### config.mk
export PLATFORM = sky130hd
export DESIGN_NAME = rational_arith_reduce_flat
export DESIGN_NICKNAME = d
export VERILOG_FILES = /design/src/hw/rtl/rar_pkg.sv /design/src/hw/rtl/rar_chan_if.sv /design/src/hw/rtl/rar_mul.sv /design/src/hw/rtl/rar_gcd.sv /design/src/hw/rtl/rar_div.sv /design/src/hw/rtl/rational_arith_reduce.sv /design/src/flat_wrapper.sv
export VERILOG_INCLUDE_DIRS = /design/src /design/src/hw/rtl
export SDC_FILE = /design/constraint.sdc
export NUM_CORES = 2
export LEC_CHECK = 0
export BUFFER_PORTS_ARGS = -buffer_cell sky130_fd_sc_hd__buf_4
export CAP_MARGIN = 10
export CORE_UTILIZATION = 60
export CTS_CLUSTER_DIAMETER = 60
export CTS_CLUSTER_SIZE = 10
export DETAILED_ROUTE_END_ITERATION = 8
export HOLD_SLACK_MARGIN = 0.05
export PLACE_DENSITY = 0.81
export SETUP_SLACK_MARGIN = 0.2
export SYNTH_ARGS = -nofsm -noshare
export SYNTH_HDL_FRONTEND = slang
export SYNTH_HIERARCHICAL = 1
export SYNTH_SLANG_ARGS = --single-unit
export TNS_END_PERCENT = 20
### constraint.sdc
create_clock -name clock -period 13.4 [get_ports clock]
set_clock_uncertainty 0.15 [all_clocks]
set_input_delay 1.34 -clock clock [delete_from_list [all_inputs] [get_ports clock]]
set_output_delay 1.34 -clock clock [all_outputs]
set_load 0.02 [all_outputs]
### src/hw/rtl/rational_arith_reduce_assert.svh
// assertion macros shared by the rational_arith_reduce rtl
// no dependencies; included by the top module rational_arith_reduce, which checks its own logic
`ifndef RATIONAL_ARITH_REDUCE_ASSERT_SVH
`define RATIONAL_ARITH_REDUCE_ASSERT_SVH

// same-cycle implication
`define RAR_ASSERT_IMPL(lbl, clk, rst, ante, cons, msg) \
   lbl: assert property (@(posedge clk) disable iff (rst) (ante) |-> (cons)) \
      else $error(msg);

// next-cycle implication
`define RAR_ASSERT_NEXT(lbl, clk, rst, ante, cons, msg) \
   lbl: assert property (@(posedge clk) disable iff (rst) (ante) |=> (cons)) \
      else $error(msg);

`endif

### src/hw/rtl/rar_pkg.sv
// shared types and constants of the rational_arith_reduce block
// no dependencies
`timescale 1ns / 1ps
`default_nettype none

package rar_pkg;

   localparam int OPERAND_WIDTH_DEF = 16;
   localparam int RES_WIDTH         = 34;
   localparam int CSR_INDEX_WIDTH   = 1;

   typedef enum logic [1:0] {
      OP_ADD = 2'd0,
      OP_SUB = 2'd1,
      OP_MUL = 2'd2,
      OP_DIV = 2'd3
   } opcode_type;

   typedef enum logic [CSR_INDEX_WIDTH-1:0] {
      CSR_BASE_NUM = 1'b0,
      CSR_BASE_DEN = 1'b1
   } csr_index_type;

   // status of an iterative unit
   typedef struct packed {
      logic busy;
      logic done;
   } unit_stat_type;

endpackage

`default_nettype wire

### src/hw/rtl/rar_chan_if.sv
// valid/ready channels of the rational_arith_reduce block: request and response
// depends on rar_pkg
`timescale 1ns / 1ps
`default_nettype none

interface rar_req_if #(
   parameter int OPERAND_WIDTH = rar_pkg::OPERAND_WIDTH_DEF
);
   logic                            valid;
   logic                            ready;
   logic [1:0]                      opcode;
   logic signed [OPERAND_WIDTH-1:0] operand_numerator;
   logic signed [OPERAND_WIDTH-1:0] operand_denominator;

   modport source (
      output valid, opcode, operand_numerator, operand_denominator,
      input  ready
   );
   modport sink (
      input  valid, opcode, operand_numerator, operand_denominator,
      output ready
   );
endinterface

interface rar_rsp_if;
   logic                                valid;
   logic                                ready;
   logic signed [rar_pkg::RES_WIDTH-1:0] result_numerator;
   logic signed [rar_pkg::RES_WIDTH-1:0] result_denominator;
   logic                                error_flag;

   modport source (
      output valid, result_numerator, result_denominator, error_flag,
      input  ready
   );
   modport sink (
      input  valid, result_numerator, result_denominator, error_flag,
      output ready
   );
endinterface

`default_nettype wire

### src/hw/rtl/rar_mul.sv
// shared signed multiplier with registered product
// no dependencies
`timescale 1ns / 1ps
`default_nettype none

module rar_mul #(
   parameter int OPERAND_WIDTH = 16
) (
   input  wire logic                              clock,
   input  wire logic signed [OPERAND_WIDTH-1:0]   mul_x,
   input  wire logic signed [OPERAND_WIDTH-1:0]   mul_y,
   output      logic signed [2*OPERAND_WIDTH-1:0] product
);

   logic signed [2*OPERAND_WIDTH-1:0] product_ff;
   logic signed [2*OPERAND_WIDTH-1:0] product_in;

   assign product_in = (2*OPERAND_WIDTH)'(mul_x) * (2*OPERAND_WIDTH)'(mul_y);

   always_ff @(posedge clock) begin
      product_ff <= product_in;
   end

   assign product = product_ff;

endmodule

`default_nettype wire

### src/hw/rtl/rar_gcd.sv
// binary gcd of two nonzero magnitudes, one shift or subtract step per cycle
// depends on rar_pkg; returns the odd part of the gcd and both inputs with
// the common power of two removed
`timescale 1ns / 1ps
`default_nettype none

module rar_gcd #(
   parameter int MAG_WIDTH = 32
) (
   input  wire logic                 clock,
   input  wire logic                 reset,
   input  wire logic                 start,
   input  wire logic [MAG_WIDTH-1:0] u_start,
   input  wire logic [MAG_WIDTH-1:0] v_start,
   output      rar_pkg::unit_stat_type stat,
   output      logic [MAG_WIDTH-1:0] gcd_odd,
   output      logic [MAG_WIDTH-1:0] u_shifted,
   output      logic [MAG_WIDTH-1:0] v_shifted
);

   typedef enum logic [1:0] {
      PH_IDLE,
      PH_SHIFT,
      PH_REDUCE
   } phase_type;

   phase_type            phase_ff;
   logic                 done_ff;
   logic [MAG_WIDTH-1:0] u_ff;
   logic [MAG_WIDTH-1:0] v_ff;
   logic [MAG_WIDTH-1:0] us_ff;
   logic [MAG_WIDTH-1:0] vs_ff;
   logic [MAG_WIDTH-1:0] u_minus_v;
   logic [MAG_WIDTH-1:0] v_minus_u;
   logic                 u_gt_v;

   assign u_minus_v = u_ff - v_ff;
   assign v_minus_u = v_ff - u_ff;
   assign u_gt_v    = u_ff > v_ff;

   always_ff @(posedge clock) begin
      if (reset) begin
         phase_ff <= PH_IDLE;
         done_ff  <= 1'b0;
      end else begin
         done_ff <= 1'b0;
         unique case (phase_ff)
            PH_IDLE: begin
               if (start) begin
                  u_ff     <= u_start;
                  v_ff     <= v_start;
                  phase_ff <= PH_SHIFT;
               end
            end
            PH_SHIFT: begin
               // strip the common factor of two from both values
               if (!u_ff[0] && !v_ff[0]) begin
                  u_ff <= u_ff >> 1;
                  v_ff <= v_ff >> 1;
               end else begin
                  us_ff    <= u_ff;
                  vs_ff    <= v_ff;
                  phase_ff <= PH_REDUCE;
               end
            end
            PH_REDUCE: begin
               priority if (u_ff == v_ff) begin
                  done_ff  <= 1'b1;
                  phase_ff <= PH_IDLE;
               end else if (!u_ff[0]) begin
                  u_ff <= u_ff >> 1;
               end else if (!v_ff[0]) begin
                  v_ff <= v_ff >> 1;
               end else if (u_gt_v) begin
                  u_ff <= u_minus_v >> 1;
               end else begin
                  v_ff <= v_minus_u >> 1;
               end
            end
            default: begin
               phase_ff <= PH_IDLE;
            end
         endcase
      end
   end

   assign stat.busy = phase_ff != PH_IDLE;
   assign stat.done = done_ff;
   assign gcd_odd   = u_ff;
   assign u_shifted = us_ff;
   assign v_shifted = vs_ff;

endmodule

`default_nettype wire

### src/hw/rtl/rar_div.sv
// restoring unsigned divider, one quotient bit per cycle
// depends on rar_pkg
`timescale 1ns / 1ps
`default_nettype none

module rar_div #(
   parameter int WIDTH = 32
) (
   input  wire logic             clock,
   input  wire logic             reset,
   input  wire logic             start,
   input  wire logic [WIDTH-1:0] dividend,
   input  wire logic [WIDTH-1:0] divisor,
   output      rar_pkg::unit_stat_type stat,
   output      logic [WIDTH-1:0] quotient
);

   localparam int CW = $clog2(WIDTH + 1);

   logic             busy_ff;
   logic             done_ff;
   logic [CW-1:0]    cnt_ff;
   logic [WIDTH-1:0] rem_ff;
   logic [WIDTH-1:0] quo_ff;
   logic [WIDTH-1:0] dsr_ff;
   logic [WIDTH:0]   rem_sh;
   logic [WIDTH:0]   diff;
   logic [WIDTH-1:0] rem_in;
   logic [WIDTH-1:0] quo_in;

   assign rem_sh = {rem_ff, quo_ff[WIDTH-1]};
   assign diff   = rem_sh - {1'b0, dsr_ff};
   assign rem_in = diff[WIDTH] ? rem_sh[WIDTH-1:0] : diff[WIDTH-1:0];
   assign quo_in = {quo_ff[WIDTH-2:0], ~diff[WIDTH]};

   always_ff @(posedge clock) begin
      if (reset) begin
         busy_ff <= 1'b0;
         done_ff <= 1'b0;
         cnt_ff  <= '0;
      end else begin
         done_ff <= 1'b0;
         if (!busy_ff) begin
            if (start) begin
               busy_ff <= 1'b1;
               cnt_ff  <= CW'(WIDTH);
               rem_ff  <= '0;
               quo_ff  <= dividend;
               dsr_ff  <= divisor;
            end
         end else begin
            rem_ff <= rem_in;
            quo_ff <= quo_in;
            cnt_ff <= cnt_ff - CW'(1);
            if (cnt_ff == CW'(1)) begin
               busy_ff <= 1'b0;
               done_ff <= 1'b1;
            end
         end
      end
   end

   assign stat.busy = busy_ff;
   assign stat.done = done_ff;
   assign quotient  = quo_ff;

endmodule

`default_nettype wire

### src/hw/rtl/rational_arith_reduce.sv
// top level of the fraction arithmetic block: sequencer, registers, units
// depends on rar_pkg, rar_chan_if, rar_mul, rar_gcd, rar_div and the assert header
`timescale 1ns / 1ps
`default_nettype none

// Fraction unit: combines the stored fraction a/b (csr registers 0 and 1, a zero
// write to the denominator is dropped) with the operand c/d by add, subtract,
// multiply or divide, and returns numerator and denominator divided by the gcd
// of their magnitudes, each keeping its own sign, as 34-bit values. A zero
// result gives 0/1; a zero operand denominator, or a zero divisor numerator,
// gives 0/0 with error_flag set. One item is worked on at a time and req is not
// ready meanwhile. An item goes through the three products on the shared
// multiplier and the sign handling, the start of the gcd, the binary gcd loop
// at one step per cycle, two restoring divisions, the load of the response and
// the return to idle to take the next request. Error cases go straight to the
// response load; zero cases go there after the sign handling. The result sits
// in an output register, so the next request is taken while a response still
// waits for its transfer.
module rational_arith_reduce #(
   parameter int OPERAND_WIDTH = rar_pkg::OPERAND_WIDTH_DEF
) (
   input  wire logic                                clock,
   input  wire logic                                reset,
   input  wire logic                                csr_we,
   input  wire logic [rar_pkg::CSR_INDEX_WIDTH-1:0] csr_index,
   input  wire logic [OPERAND_WIDTH-1:0]            csr_wdata,
   rar_req_if.sink                                  req_chan,
   rar_rsp_if.source                                rsp_chan
);

   `include "rational_arith_reduce_assert.svh"

   localparam int W      = OPERAND_WIDTH;
   localparam int PW     = 2 * W;
   localparam int NW     = 2 * W + 1;
   localparam int MW     = 2 * W;
   localparam int RW     = rar_pkg::RES_WIDTH;
   localparam int EW     = (MW > RW) ? MW : RW;

   typedef enum logic [3:0] {
      ST_IDLE,
      ST_MUL0,
      ST_MUL1,
      ST_MUL2,
      ST_SUM,
      ST_MAG,
      ST_GCD,
      ST_DIVN,
      ST_DIVM,
      ST_FINISH
   } state_type;

   state_type               state_ff;
   logic signed [W-1:0]     base_num_ff;
   logic signed [W-1:0]     base_den_ff;
   rar_pkg::opcode_type     op_ff;
   logic signed [W-1:0]     c_ff;
   logic signed [W-1:0]     d_ff;
   logic signed [PW-1:0]    t0_ff;
   logic signed [PW-1:0]    t1_ff;
   logic signed [NW-1:0]    n_ff;
   logic signed [PW-1:0]    m_ff;
   logic [MW-1:0]           n_mag_ff;
   logic [MW-1:0]           m_mag_ff;
   logic                    n_neg_ff;
   logic                    m_neg_ff;
   logic                    err_ff;
   logic                    zero_ff;
   logic [MW-1:0]           qn_ff;
   logic [MW-1:0]           qm_ff;
   logic                    rsp_valid_ff;
   logic                    rsp_valid_in;
   logic signed [RW-1:0]    rsp_num_ff;
   logic signed [RW-1:0]    rsp_den_ff;
   logic                    rsp_err_ff;

   logic signed [W-1:0]     mul_x;
   logic signed [W-1:0]     mul_y;
   logic signed [PW-1:0]    product;
   logic signed [NW-1:0]    t0_x;
   logic signed [NW-1:0]    t1_x;
   logic signed [NW-1:0]    n_in;
   logic signed [NW-1:0]    n_neg_val;
   logic signed [PW-1:0]    m_neg_val;
   logic                    req_fire;
   logic                    req_err;
   logic                    out_free;

   logic                    gcd_start;
   rar_pkg::unit_stat_type  gcd_stat;
   logic [MW-1:0]           gcd_g;
   logic [MW-1:0]           gcd_nq;
   logic [MW-1:0]           gcd_mq;

   logic                    div_start;
   logic [MW-1:0]           div_dividend;
   rar_pkg::unit_stat_type  div_stat;
   logic [MW-1:0]           div_quo;

   logic [EW-1:0]           qn_ext;
   logic [EW-1:0]           qm_ext;
   logic [EW-1:0]           num_signed;
   logic [EW-1:0]           den_signed;

   // configuration registers
   always_ff @(posedge clock) begin
      if (reset) begin
         base_num_ff <= '0;
         base_den_ff <= W'(1);
      end else if (csr_we) begin
         unique case (rar_pkg::csr_index_type'(csr_index))
            rar_pkg::CSR_BASE_NUM: base_num_ff <= csr_wdata;
            rar_pkg::CSR_BASE_DEN: begin
               if (csr_wdata != '0) begin
                  base_den_ff <= csr_wdata;
               end
            end
            default: ;
         endcase
      end
   end

   // operand selection for the shared multiplier
   always_comb begin
      mul_x = '0;
      mul_y = '0;
      unique case (state_ff)
         ST_MUL0: begin
            mul_x = base_num_ff;
            mul_y = (op_ff == rar_pkg::OP_MUL) ? c_ff : d_ff;
         end
         ST_MUL1: begin
            mul_x = c_ff;
            mul_y = base_den_ff;
         end
         ST_MUL2: begin
            mul_x = base_den_ff;
            mul_y = (op_ff == rar_pkg::OP_DIV) ? c_ff : d_ff;
         end
         default: ;
      endcase
   end

   rar_mul #(
      .OPERAND_WIDTH (W)
   ) u_mul (
      .clock   (clock),
      .mul_x   (mul_x),
      .mul_y   (mul_y),
      .product (product)
   );

   assign t0_x = NW'(t0_ff);
   assign t1_x = NW'(t1_ff);

   always_comb begin
      unique case (op_ff)
         rar_pkg::OP_ADD: n_in = t0_x + t1_x;
         rar_pkg::OP_SUB: n_in = t0_x - t1_x;
         default:         n_in = t0_x;
      endcase
   end

   assign n_neg_val = -n_ff;
   assign m_neg_val = -m_ff;

   assign req_fire = req_chan.valid && req_chan.ready;
   assign req_err  = (req_chan.operand_denominator == '0) ||
                     ((rar_pkg::opcode_type'(req_chan.opcode) == rar_pkg::OP_DIV) &&
                      (req_chan.operand_numerator == '0));
   assign out_free = !rsp_valid_ff || rsp_chan.ready;

   // gcd starts in the first gcd cycle, once the magnitudes are registered
   assign gcd_start = (state_ff == ST_GCD) && !gcd_stat.busy && !gcd_stat.done;

   rar_gcd #(
      .MAG_WIDTH (MW)
   ) u_gcd (
      .clock     (clock),
      .reset     (reset),
      .start     (gcd_start),
      .u_start   (n_mag_ff),
      .v_start   (m_mag_ff),
      .stat      (gcd_stat),
      .gcd_odd   (gcd_g),
      .u_shifted (gcd_nq),
      .v_shifted (gcd_mq)
   );

   // numerator division starts when the gcd is done, denominator when the numerator one is done
   assign div_start    = ((state_ff == ST_GCD) && gcd_stat.done) ||
                         ((state_ff == ST_DIVN) && div_stat.done);
   assign div_dividend = (state_ff == ST_GCD) ? gcd_nq : gcd_mq;

   rar_div #(
      .WIDTH (MW)
   ) u_div (
      .clock    (clock),
      .reset    (reset),
      .start    (div_start),
      .dividend (div_dividend),
      .divisor  (gcd_g),
      .stat     (div_stat),
      .quotient (div_quo)
   );

   assign qn_ext     = EW'(qn_ff);
   assign qm_ext     = EW'(qm_ff);
   assign num_signed = n_neg_ff ? -qn_ext : qn_ext;
   assign den_signed = m_neg_ff ? -qm_ext : qm_ext;

   assign rsp_valid_in = ((state_ff == ST_FINISH) && out_free) ||
                         (rsp_valid_ff && !rsp_chan.ready);

   // sequencer and response register
   always_ff @(posedge clock) begin
      if (reset) begin
         state_ff     <= ST_IDLE;
         rsp_valid_ff <= 1'b0;
         err_ff       <= 1'b0;
         zero_ff      <= 1'b0;
      end else begin
         rsp_valid_ff <= rsp_valid_in;
         unique case (state_ff)
            ST_IDLE: begin
               if (req_fire) begin
                  op_ff   <= rar_pkg::opcode_type'(req_chan.opcode);
                  c_ff    <= req_chan.operand_numerator;
                  d_ff    <= req_chan.operand_denominator;
                  err_ff  <= req_err;
                  zero_ff <= 1'b0;
                  state_ff <= req_err ? ST_FINISH : ST_MUL0;
               end
            end
            ST_MUL0: state_ff <= ST_MUL1;
            ST_MUL1: begin
               t0_ff    <= product;
               state_ff <= ST_MUL2;
            end
            ST_MUL2: begin
               t1_ff    <= product;
               state_ff <= ST_SUM;
            end
            ST_SUM: begin
               m_ff     <= product;
               n_ff     <= n_in;
               state_ff <= ST_MAG;
            end
            ST_MAG: begin
               n_neg_ff <= n_ff[NW-1];
               m_neg_ff <= m_ff[PW-1];
               n_mag_ff <= n_ff[NW-1] ? n_neg_val[MW-1:0] : n_ff[MW-1:0];
               m_mag_ff <= m_ff[PW-1] ? m_neg_val : m_ff;
               if (n_ff == '0) begin
                  zero_ff  <= 1'b1;
                  state_ff <= ST_FINISH;
               end else begin
                  state_ff <= ST_GCD;
               end
            end
            ST_GCD: begin
               if (gcd_stat.done) begin
                  state_ff <= ST_DIVN;
               end
            end
            ST_DIVN: begin
               if (div_stat.done) begin
                  qn_ff    <= div_quo;
                  state_ff <= ST_DIVM;
               end
            end
            ST_DIVM: begin
               if (div_stat.done) begin
                  qm_ff    <= div_quo;
                  state_ff <= ST_FINISH;
               end
            end
            ST_FINISH: begin
               if (out_free) begin
                  priority if (err_ff) begin
                     rsp_num_ff <= '0;
                     rsp_den_ff <= '0;
                     rsp_err_ff <= 1'b1;
                  end else if (zero_ff) begin
                     rsp_num_ff <= '0;
                     rsp_den_ff <= RW'(1);
                     rsp_err_ff <= 1'b0;
                  end else begin
                     rsp_num_ff <= num_signed[RW-1:0];
                     rsp_den_ff <= den_signed[RW-1:0];
                     rsp_err_ff <= 1'b0;
                  end
                  state_ff <= ST_IDLE;
               end
            end
            default: state_ff <= ST_IDLE;
         endcase
      end
   end

   assign req_chan.ready              = state_ff == ST_IDLE;
   assign rsp_chan.valid              = rsp_valid_ff;
   assign rsp_chan.result_numerator   = rsp_num_ff;
   assign rsp_chan.result_denominator = rsp_den_ff;
   assign rsp_chan.error_flag         = rsp_err_ff;

   `RAR_ASSERT_NEXT(a_busy_after_accept, clock, reset, req_fire, !req_chan.ready,
      "request taken while an item is in flight")
   `RAR_ASSERT_IMPL(a_gcd_nonzero, clock, reset, gcd_stat.done, gcd_g != '0,
      "gcd finished with a zero divisor")
   `RAR_ASSERT_IMPL(a_div_start_idle, clock, reset, div_start, !div_stat.busy,
      "divider started while busy")
   `RAR_ASSERT_IMPL(a_err_zero, clock, reset, rsp_valid_ff && rsp_err_ff,
      (rsp_num_ff == '0) && (rsp_den_ff == '0), "error response with nonzero values")

endmodule

`default_nettype wire

### src/flat_wrapper.sv
// flat-port wrapper written by rule: the top's interface ports become plain ports
module rational_arith_reduce_flat 
#(
   parameter int OPERAND_WIDTH = rar_pkg::OPERAND_WIDTH_DEF
)
  (clock, reset, csr_we, csr_index, csr_wdata, req_chan_valid, req_chan_opcode, req_chan_operand_numerator, req_chan_operand_denominator, req_chan_ready, rsp_chan_valid, rsp_chan_result_numerator, rsp_chan_result_denominator, rsp_chan_error_flag, rsp_chan_ready);
  rar_req_if #(.OPERAND_WIDTH(OPERAND_WIDTH)) req_chan_i ();
  rar_rsp_if rsp_chan_i ();
  input  wire logic clock;
  input  wire logic reset;
  input  wire logic csr_we;
  input  wire logic [rar_pkg::CSR_INDEX_WIDTH-1:0] csr_index;
  input  wire logic [OPERAND_WIDTH-1:0] csr_wdata;
  input wire logic [$bits(req_chan_i.valid)-1:0] req_chan_valid;
  input wire logic [$bits(req_chan_i.opcode)-1:0] req_chan_opcode;
  input wire logic [$bits(req_chan_i.operand_numerator)-1:0] req_chan_operand_numerator;
  input wire logic [$bits(req_chan_i.operand_denominator)-1:0] req_chan_operand_denominator;
  output wire logic [$bits(req_chan_i.ready)-1:0] req_chan_ready;
  output wire logic [$bits(rsp_chan_i.valid)-1:0] rsp_chan_valid;
  output wire logic [$bits(rsp_chan_i.result_numerator)-1:0] rsp_chan_result_numerator;
  output wire logic [$bits(rsp_chan_i.result_denominator)-1:0] rsp_chan_result_denominator;
  output wire logic [$bits(rsp_chan_i.error_flag)-1:0] rsp_chan_error_flag;
  input wire logic [$bits(rsp_chan_i.ready)-1:0] rsp_chan_ready;
  assign req_chan_i.valid = req_chan_valid;
  assign req_chan_i.opcode = req_chan_opcode;
  assign req_chan_i.operand_numerator = req_chan_operand_numerator;
  assign req_chan_i.operand_denominator = req_chan_operand_denominator;
  assign req_chan_ready = req_chan_i.ready;
  assign rsp_chan_valid = rsp_chan_i.valid;
  assign rsp_chan_result_numerator = rsp_chan_i.result_numerator;
  assign rsp_chan_result_denominator = rsp_chan_i.result_denominator;
  assign rsp_chan_error_flag = rsp_chan_i.error_flag;
  assign rsp_chan_i.ready = rsp_chan_ready;
  rational_arith_reduce #(.OPERAND_WIDTH(OPERAND_WIDTH)) u_core (.clock(clock), .reset(reset), .csr_we(csr_we), .csr_index(csr_index), .csr_wdata(csr_wdata), .req_chan(req_chan_i), .rsp_chan(rsp_chan_i));
endmodule
==> flow_summary_export.csv <==
group,metric,value,unit
status,violations,"design-rule violations",
clocking,post_cts_buffers,0,
timing,period_share,0.676,
run,drv_cap,0,
power,ir_worst_vdd,201,uV
min_path,hold_class,"flip-flop to flip-flop",
detailed_routing,vias_per_cell,6.04,
global_routing,grt_max_degree,105,
clocking,clock-sinks,668,
die,die_y,276,um
critical_path,criticalPathCategory,"flip-flop to flip-flop",
clocking,cts_hold_buf,0,
detailed_routing,drt-initial-drc-count,3197,
synth,ys_warn_count,6,
cells_and_area,syn_to_final_growth,9.04,%
timing,fin_setup_tns,0,ns
global_routing,grt_overflow,0,
critical_path,ff2ff_setup_slack,4.34,ns
detailed_routing,drc,2,
critical_path,worstPathRequired,13.76,ns
placement,place_inst,5178,
status,status,"finished with violations",
die,rows,100,
global_routing,grt_usage,0.287,
min_path,hold_path_depth,0,
synth,postSynthAreaPerCell,10.6,um2
timing,max_freq,0.110,GHz
timing,whs,0.315,ns
critical_path,cp-start-kind,"flip-flop",
cells_and_area,drive_gt1_frac,0.0923,
timing,slew-limit-headroom,0.188,
cells_and_area,fin_nets,4836,
detailed_routing,ant_nets,0,
die,die-area,76200,um2
detailed_routing,first_pass_iters,9,
critical_path,reg2reg_from,"u_core/state_ff[0]",
synth,syn_area,45100,um2
critical_path,reg2reg_depth,24,
timing,tightest_slew,1.22,ns
placement,placed_area,46700,um2
detailed_routing,via_count,32100,
clocking,path_clk_slew,0.05,ns
clocking,clockBufferDepth,3,
timing,rsz0062_at_grt,"no",
placement,port_buffers,126,
global_routing,antenna_found_initial,0,
timing,setup_viol,0,
cells_and_area,fin_area,49100,um2
power,power.leakage,19.9,nW
die,floorplan.initialDensity,0.605,
synth,synth_nets,4786,
critical_path,r2r_end,"u_core/u_mul/product[30]",
clocking,cts_buffers,80,
synth,synthCells,4241,
timing,finalCriticalPeriod,9.06,ns
placement,hpwl,81900,um
global_routing,grt_pass1_vias,32100,
detailed_routing,wirelength,109000,um
placement,gp_congestion,0.975,
clocking,clk-insertion-delay-late,0.63,ns
clocking,h-tree-depth,3,
die,chipWidth,276,um
cells_and_area,fin_cells,5306,
critical_path,critical_path.max_fanout,17,
critical_path,cp-end-kind,"flip-flop",
clocking,cts_tree,"done",
timing,slew_violations,0,
global_routing,grt_pass1_wl,173000,um
clocking,root_buffer,"clkbuf_16",
clocking,cts_resized,0,
power,p_per_area,170,nW/um2
die,top_level_ports,127,
min_path,worstHoldEndpoint,"u_core/n_mag_ff[0]",
timing,hold_violations,0,
die,core_area,74400,um2
min_path,holdCritStartpoint,"u_core/n_ff[0]",
detailed_routing,routedWlPerCell,20.6,um
critical_path,arrival,9.42,ns
## critical path, stage by stage (launching register included)
cell and delay, ns:
dfxtp_1 0.72, nand2_1 0.39, nor2_1 0.19, buf_4 0.24, a21oi_1 0.09, nor2_1 0.84, a222oi_1 0.18, inv_1 0.41
nand2_1 0.21, fa_1 0.62, inv_1 0.08, fa_1 0.91, fa_1 0.51, fa_1 0.47, fa_1 0.55, inv_1 0.05
fa_1 0.52, inv_1 0.04, ha_1 0.33, a21o_1 0.20, o21a_1 0.17, a311o_1 0.37, nor4_1 0.28, a211oi_1 0.13
a211o_1 0.28
## through the flow
| stage | power [mW] | util | worst slack, ns |
|---|---|---|---|
| 6_report | 8.34 | 0.660 | 4.34 |
| 4_1_cts | 8.32 | 0.660 | 4.41 |
| 3_5_place_dp | 6.29 | 0.628 | 4.41 |
| 5_1_grt | 8.85 | 0.660 | 3.66 |
| 3_3_place_gp | 6.22 | 0.628 | 4.59 |
| 2_1_floorplan | 5.35 | - | 4.89 |
## power breakdown
| part | total [mW] | leakage [nW] | internal [mW] | switching (mW) |
|---|---|---|---|---|
| combinational | 3.52 | 12.8 | 1.30 | 2.23 |
| clock | 2.01 | 1.15 | 1.19 | 0.819 |
| sequential | 2.80 | 6.00 | 2.58 | 0.226 |
## cell type report
type | instances | area [um2]
fillers | 5532 | 25300
multi-input cells | 2864 | 23200
flip-flops and latches | 668 | 19200
clock buffers | 116 | 2230
inverters | 526 | 1970
well taps | 969 | 1210
repair buffers | 151 | 1130
clock inverters | 11 | 169
diodes | 1 | 2.50
## worst max-delay path by stage
stage	start	end	slack, ns	cells after the start
after floorplan	reset	u_core/m_ff[0]	4.89	2
after global placement	u_core/state_ff[0]	u_core/u_mul/product[30]	4.59	24
after detailed placement	u_core/state_ff[0]	u_core/u_mul/product[30]	4.41	24
after CTS	u_core/state_ff[0]	u_core/u_mul/product[30]	4.41	24
after global routing	u_core/state_ff[0]	u_core/u_mul/product[30]	3.66	24
final	u_core/state_ff[0]	u_core/u_mul/product[30]	4.34	24
## layer usage
metal | GRT usage | part of all wire | vias up | wire length [um]
li1 | - | - | 14900 | -
met5 | 0 | 0 | - | 0
met1 | 0.366 | 0.39 | 15700 | 43200
met2 | 0.499 | 0.50 | 1319 | 54700
met3 | 0.0357 | 0.069 | 229 | 7590
met4 | 0.116 | 0.036 | 0 | 3930
## cells in the final DEF (no fill, tap or decap), drive strengths merged, types with 110 or more instances in the layout
master    n
clkbuf  116
xor2    110
inv     529
nand2   361
o21ai   177
edfxtp  586
xnor2   182
and2    139
buf     151
fa      266
a21oi   242
nor2    282
ha      223
Power figures use the tool's default switching activity.
